`src/sv/spq_pkg.sv`:
```
package spq_pkg;

    localparam int CAPACITY = 16;

    // Internal count holds 0..CAPACITY; the result field is its low five bits.
    localparam int CNT_W     = $clog2(CAPACITY + 1);
    localparam int CNT_EXT_W = (CNT_W > 5) ? CNT_W : 5;

    localparam logic [CNT_W-1:0] CAPACITY_CNT  = CNT_W'(CAPACITY);
    localparam logic [4:0]       CAPACITY_LOW5 = 5'(CAPACITY);

    typedef enum logic [1:0] {
        MODE_PUSH = 2'd0,
        MODE_POP  = 2'd1,
        MODE_PEEK = 2'd2
    } mode_t;

    typedef enum logic [1:0] {
        ST_DONE       = 2'd0,
        ST_PUSH_FULL  = 2'd1,
        ST_POP_EMPTY  = 2'd2
    } status_t;

    // Operation broadcast to every cell of the chain.
    typedef struct packed {
        logic               push_en;
        logic               pop_en;
        logic signed [31:0] value;
    } cell_op_t;

endpackage

```
`src/sv/sorted_array_priority_queue.sv`:
```
// A result is registered and appears on the m_ side in the cycle after its input beat.
// Throughput: one beat per cycle unless m_ready stalls the output; every cell of the
// chain compares and shifts in parallel, so the queue depth does not change the rate.
// Reset (aresetn low, synchronous) empties the queue and the output stage;
// the cell contents are not cleared and are never read before being written.
module sorted_array_priority_queue
    import spq_pkg::*;
(
    input  logic               aclk,
    input  logic               aresetn,
    input  logic               s_valid,
    output logic               s_ready,
    input  logic [1:0]         s_mode,
    input  logic signed [31:0] s_value,
    output logic               m_valid,
    input  logic               m_ready,
    output logic signed [31:0] m_top_value,
    output logic [4:0]         m_count,
    output logic               m_is_empty,
    output logic               m_is_full,
    output logic [1:0]         m_status
);

    logic [CNT_W-1:0]    count_reg, count_next;
    logic                m_valid_reg;
    logic signed [31:0]  top_reg;
    logic [CNT_W-1:0]    out_count_reg;
    status_t             status_reg, status_next;

    logic                accept;
    cell_op_t            op;
    logic                is_full_now, is_empty_now;

    logic                cell_ge   [CAPACITY];
    logic signed [31:0]  cell_data [CAPACITY];
    logic signed [31:0]  cell_nxt  [CAPACITY];

    logic [CNT_EXT_W-1:0] count_ext;

    assign s_ready      = !m_valid_reg || m_ready;
    assign accept       = s_valid && s_ready;
    assign is_full_now  = (count_reg == CAPACITY_CNT);
    assign is_empty_now = (count_reg == '0);

    always_comb begin
        op.push_en  = 1'b0;
        op.pop_en   = 1'b0;
        op.value    = s_value;
        status_next = ST_DONE;
        count_next  = count_reg;
        case (s_mode)
            MODE_PUSH: begin
                if (is_full_now) begin
                    status_next = ST_PUSH_FULL;
                end else begin
                    op.push_en = accept;
                    count_next = count_reg + CNT_W'(1);
                end
            end
            MODE_POP: begin
                if (is_empty_now) begin
                    status_next = ST_POP_EMPTY;
                end else begin
                    op.pop_en  = accept;
                    count_next = count_reg - CNT_W'(1);
                end
            end
            default: begin
            end
        endcase
    end

    for (genvar i = 0; i < CAPACITY; i++) begin : g_cell
        logic               prev_ge_w;
        logic signed [31:0] prev_data_w;
        logic signed [31:0] succ_data_w;

        if (i == 0) begin : g_first
            assign prev_ge_w   = 1'b0;
            assign prev_data_w = s_value;
        end else begin : g_mid
            assign prev_ge_w   = cell_ge[i-1];
            assign prev_data_w = cell_data[i-1];
        end

        if (i == CAPACITY - 1) begin : g_last
            assign succ_data_w = cell_data[i];
        end else begin : g_inner
            assign succ_data_w = cell_data[i+1];
        end

        spq_cell u_cell (
            .aclk      (aclk),
            .op        (op),
            .occupied  (CNT_W'(i) < count_reg),
            .prev_ge   (prev_ge_w),
            .prev_data (prev_data_w),
            .succ_data (succ_data_w),
            .ge        (cell_ge[i]),
            .data      (cell_data[i]),
            .data_next (cell_nxt[i])
        );
    end

    always_ff @(posedge aclk) begin
        if (!aresetn) begin
            count_reg   <= '0;
            m_valid_reg <= 1'b0;
        end else begin
            if (accept) begin
                count_reg   <= count_next;
                m_valid_reg <= 1'b1;
            end else if (m_ready) begin
                m_valid_reg <= 1'b0;
            end
        end
    end

    // The head cell's next value is the new largest entry.
    always_ff @(posedge aclk) begin
        if (accept) begin
            top_reg       <= (count_next == '0) ? 32'sd0 : cell_nxt[0];
            out_count_reg <= count_next;
            status_reg    <= status_next;
        end
    end

    assign count_ext   = CNT_EXT_W'(out_count_reg);
    assign m_valid     = m_valid_reg;
    assign m_top_value = top_reg;
    assign m_count     = count_ext[4:0];
    assign m_is_empty  = (out_count_reg == '0);
    assign m_is_full   = (out_count_reg == CAPACITY_CNT);
    assign m_status    = status_reg;

endmodule

```
`src/sv/spq_cell.sv`:
```
module spq_cell
    import spq_pkg::*;
(
    input  logic               aclk,
    input  cell_op_t           op,
    input  logic               occupied,
    input  logic               prev_ge,
    input  logic signed [31:0] prev_data,
    input  logic signed [31:0] succ_data,
    output logic               ge,
    output logic signed [31:0] data,
    output logic signed [31:0] data_next
);

    logic signed [31:0] data_reg;

    // The chain is kept descending: this cell is where the new value lands
    // once the value is not below the entry held here (or the slot is free).
    assign ge   = !occupied || !(op.value < data_reg);
    assign data = data_reg;

    always_comb begin
        data_next = data_reg;
        if (op.push_en) begin
            if (ge) begin
                data_next = prev_ge ? prev_data : op.value;
            end
        end else if (op.pop_en) begin
            data_next = succ_data;
        end
    end

    always_ff @(posedge aclk) begin
        data_reg <= data_next;
    end

endmodule

```
`config.mk`:
```
export PLATFORM = sky130hd
export DESIGN_NAME = sorted_array_priority_queue
export DESIGN_NICKNAME = d
export VERILOG_FILES = /design/src/sv/spq_pkg.sv /design/src/sv/sorted_array_priority_queue.sv /design/src/sv/spq_cell.sv
export SDC_FILE = /design/constraint.sdc
export NUM_CORES = 2
export LEC_CHECK = 0
export ABC_CLOCK_PERIOD_IN_PS = 7100
export BUFFER_PORTS_ARGS = -buffer_cell sky130_fd_sc_hd__buf_2
export CAP_MARGIN = 20
export CORE_UTILIZATION = 50
export DETAILED_ROUTE_END_ITERATION = 7
export GPL_TIMING_DRIVEN = 0
export PLACE_DENSITY = 0.66
export SYNTH_ARGS = -nofsm -noshare
export SYNTH_HDL_FRONTEND = slang
export SYNTH_SLANG_ARGS = --single-unit
```
`constraint.sdc`:
```
create_clock -name aclk -period 7.1 [get_ports aclk]
set_input_delay 1.42 -clock aclk [delete_from_list [all_inputs] [get_ports aclk]]
set_output_delay 1.42 -clock aclk [all_outputs]
set_load 0.05 [all_outputs]
```
==> metrics <==
status finished, final reports clean; Tightest Pin Transition 1.22 ns; worst flop-to-flop path startpoint count_reg[1]$_SDFFE_PN0P_; Hold Crit Depth 2; Final Skew 0.0261 ns; Port Buffer Count 80; vertical die dimension 282 um; worst min-delay path class reg2reg; most common cell in the synthesized netlist edfxtp_1; Crit path required time 7.42 ns; async set-reset flop share out of synthesis 0%; Initial Util 50.5%; leading post-synthesis cells by cell area edfxtp_1 (40%), ha_1 (16%), o221ai_1 (7.7%); RR Endpoint g_cell[1].u_cell.data[10]$_DFFE_PP_; Leak 0.0184 uW; syn avg cell area 9.79 um^2; DP Cell Count 5132; Synth Cell Area 0.0391 mm^2; Yosys reg bits 557; synth unique cells 74; Final Cycle Share 76.4%; FF-to-FF path depth 13; Bufs and invs on worst path 6; initial antenna violation count 1; proportion of synthesized chip area in sequential cells 41.8%; gr ovfl total 0; CP max stage cell clkbuf_1; register cell area after layout 0.0163 mm^2; RSZ-0062 raised after global routing false; vias per std cell 6.34; commonest cells in the netlist edfxtp_1 (519), inv_1 (513), ha_1 (499); WS Path Type reg2reg; post-DP HPWL 106000 um; Power per Cell Area 231 mW/mm^2; Routed Antenna Nets 0; total number of vias 33304; root buffer cell clkbuf_16; DRT Pass-1 Iters 6; Reg clk slew, reported paths 0.06 ns; Num Clock Sinks 557; number of remaining DRC errors 0; die width 282 um; # Post-CTS Setup Buffers 0; CTS tree done; GRT Resource Usage Total 32.5%; Hold Violations, Final 0; Synth Flop Type edfxtp_1; biggest cell delay along the critical path 0.79 ns; NumNets Final 4701; WL per Instance 24.8 um; FILL cells 7008; diodes inserted 0; CP max FO 22; Post-Syn Instances 3992; fmax 0.184 GHz; PostCTS Resize Cnt 0; crit-path cells clkbuf_1, inv_1, ha_1, nor3b_1, nand2_1, nand2_1, nor2_1, clkbuf_1, clkbuf_1, clkbuf_1, nand2_1, nand2_1, buf_16; vias in the first global route 33128; Synth top area share 39.9%; Hold Path End m_valid$_SDFFE_PN0P_; biggest area consumer among synthesized cells edfxtp_1; Synth Warn # 0; footprint of the multi-input gates 0.0198 mm^2; first-pass GRT wire length 194000 um; Crit. End Element flop; final wirelength 130000 um; Largest register FFs 512; post-route total power 10000 uW; count of maximum capacitance violations 0; kind of cell adding the most delay to the critical path buffers and inverters; DR iter-0 viols 3259; Slew Limit Fails 0; Hold Path Origin m_valid$_SDFFE_PN0P_; startpoint types flop; Post-synth EDFFs 519; number of buffers created by CTS 68; H-tree Lvls 3; worst skew pair latency 0.62 ns; largest net degree at the start of global routing 46; min cycle time layout 5.42 ns; final setup fails 0; Slew headroom 17.5%; gpl congestion 0.972; worst path arrival time 5.74 ns; Synth-to-Final Area Change 11.0%; die area 0.0793 mm^2; Syn Nets 4529; IO Pins 81; Layout Cells excl Fill 5253; Worst R2R Setup Slack 1.68 ns; cts-stage hold buffer count 0; core footprint 0.0775 mm^2; FP Rows 102; layout cell share with drive strength beyond 1 7.55%; Max Root-Sink Buffers 3; VDD IR-drop max 0.278 mV; start point of the critical path count_reg[1]$_SDFFE_PN0P_
==> per-stage QoR <==
step                      worst slack [ns]  instance area, um^2  hold slack, ns  setup TNS [ns]  utilization (%)
after detailed placement             0.931                41300           0.525               0             53.3
after global routing                  1.46                43400           0.558               0             56.0
after global placement               -1.75                40800           0.510         -135.71             52.7
final                                 1.68                43400           0.534               0             56.0
after CTS                             1.56                43400           0.533               0             56.0
after floorplan                      0.801                39100           0.485               0                -
==> power breakdown <==
part | leakage [uW] | internal, uW | switching [uW]
registers | 0.00513 | 3980 | 206
logic | 0.0122 | 839 | 1560
clock network | 0.00103 | 1990 | 1440
total | 0.0184 | 6810 | 3210
==> worst register-to-register path, stage by stage, from the launching register on <==
cell      delay, ns
dfxtp_1        0.40
clkbuf_1       0.52
inv_1          0.14
ha_1           0.28
nor3b_1        0.19
nand2_1        0.14
nand2_1        0.11
nor2_1         0.44
clkbuf_1       0.75
clkbuf_1       0.49
clkbuf_1       0.79
nand2_1        0.10
nand2_1        0.51
buf_16         0.25
==> layout make-up <==
class | instances | share of cell area [%]
tap | 1040 | 3.00
buffer | 264 | 2.44
inverter | 514 | 4.45
sequential | 557 | 37.7
multi-input combinational | 2657 | 45.6
clock buffer | 92 | 4.32
clock inverter | 27 | 0.539
timing repair buffer | 102 | 2.01
==> how the worst max path moves through the flow <==
| stage | endpoint | slack [ns] | depth (start not counted) |
|---|---|---|---|
| floorplan | g_cell[15].u_cell.data[0]$_DFFE_PP_ | 0.80 | 8 |
| global placement | g_cell[15].u_cell.data[9]$_DFFE_PP_ | -1.75 | 9 |
| detailed placement | g_cell[12].u_cell.data[9]$_DFFE_PP_ | 0.93 | 12 |
| CTS | g_cell[12].u_cell.data[17]$_DFFE_PP_ | 1.56 | 12 |
| global route | g_cell[13].u_cell.data[11]$_DFFE_PP_ | 1.46 | 13 |
| finish | g_cell[1].u_cell.data[10]$_DFFE_PP_ | 1.68 | 13 |
==> routing by layer <==
layer / wire [um] / GRT usage, % / vias up
met1: 54600 / 43.3 / 16091
met5: 0 / 0 / -
met4: 6400 / 14.8 / 0
met2: 59300 / 52.8 / 1435
li1: - / - / 15499
met3: 9790 / 4.32 / 279
==> layout by cell type (no fill, tap or decap), types with 7 or more instances in the layout <==
cell type,count
o21a_1,45
and3_1,9
clkbuf_16,71
nor2_1,213
a2111oi_0,7
nand3_1,363
nor3_1,26
o211ai_1,16
ha_1,499
clkinv_2,12
nand4_1,58
nor4_1,7
nor2b_1,19
a21o_1,90
mux2i_1,78
o221ai_1,344
o221a_2,33
inv_1,513
clkinv_1,9
mux2_2,32
a31oi_1,48
a22oi_1,36
nand2_1,218
nor3b_1,9
a221oi_1,10
nand2b_1,15
edfxtp_1,519
dfxtp_1,38
a21oi_1,215
o21ai_0,144
and4_1,20
buf_1,14
buf_2,114
clkbuf_1,231
buf_16,13
a211oi_1,18
==> cell families (layout without fill, tap and decap cells) <==
kind of cell / Yosys count / after routing / share of synthesized area (%)
multiplexers: 113 / 113 / 3.02
AO/OA/AOI/OAI: 1056 / 1056 / 19.4
flip-flops: 557 / 557 / 41.8
adder cells (fa/ha/maj): 499 / 499 / 16.0
XOR/XNOR: 3 / 3 / 0.0672
buffers and inverters: 778 / 999 / 7.65
AND/OR/NAND/NOR: 986 / 986 / 12.0
(Power assumes the default switching activity.)
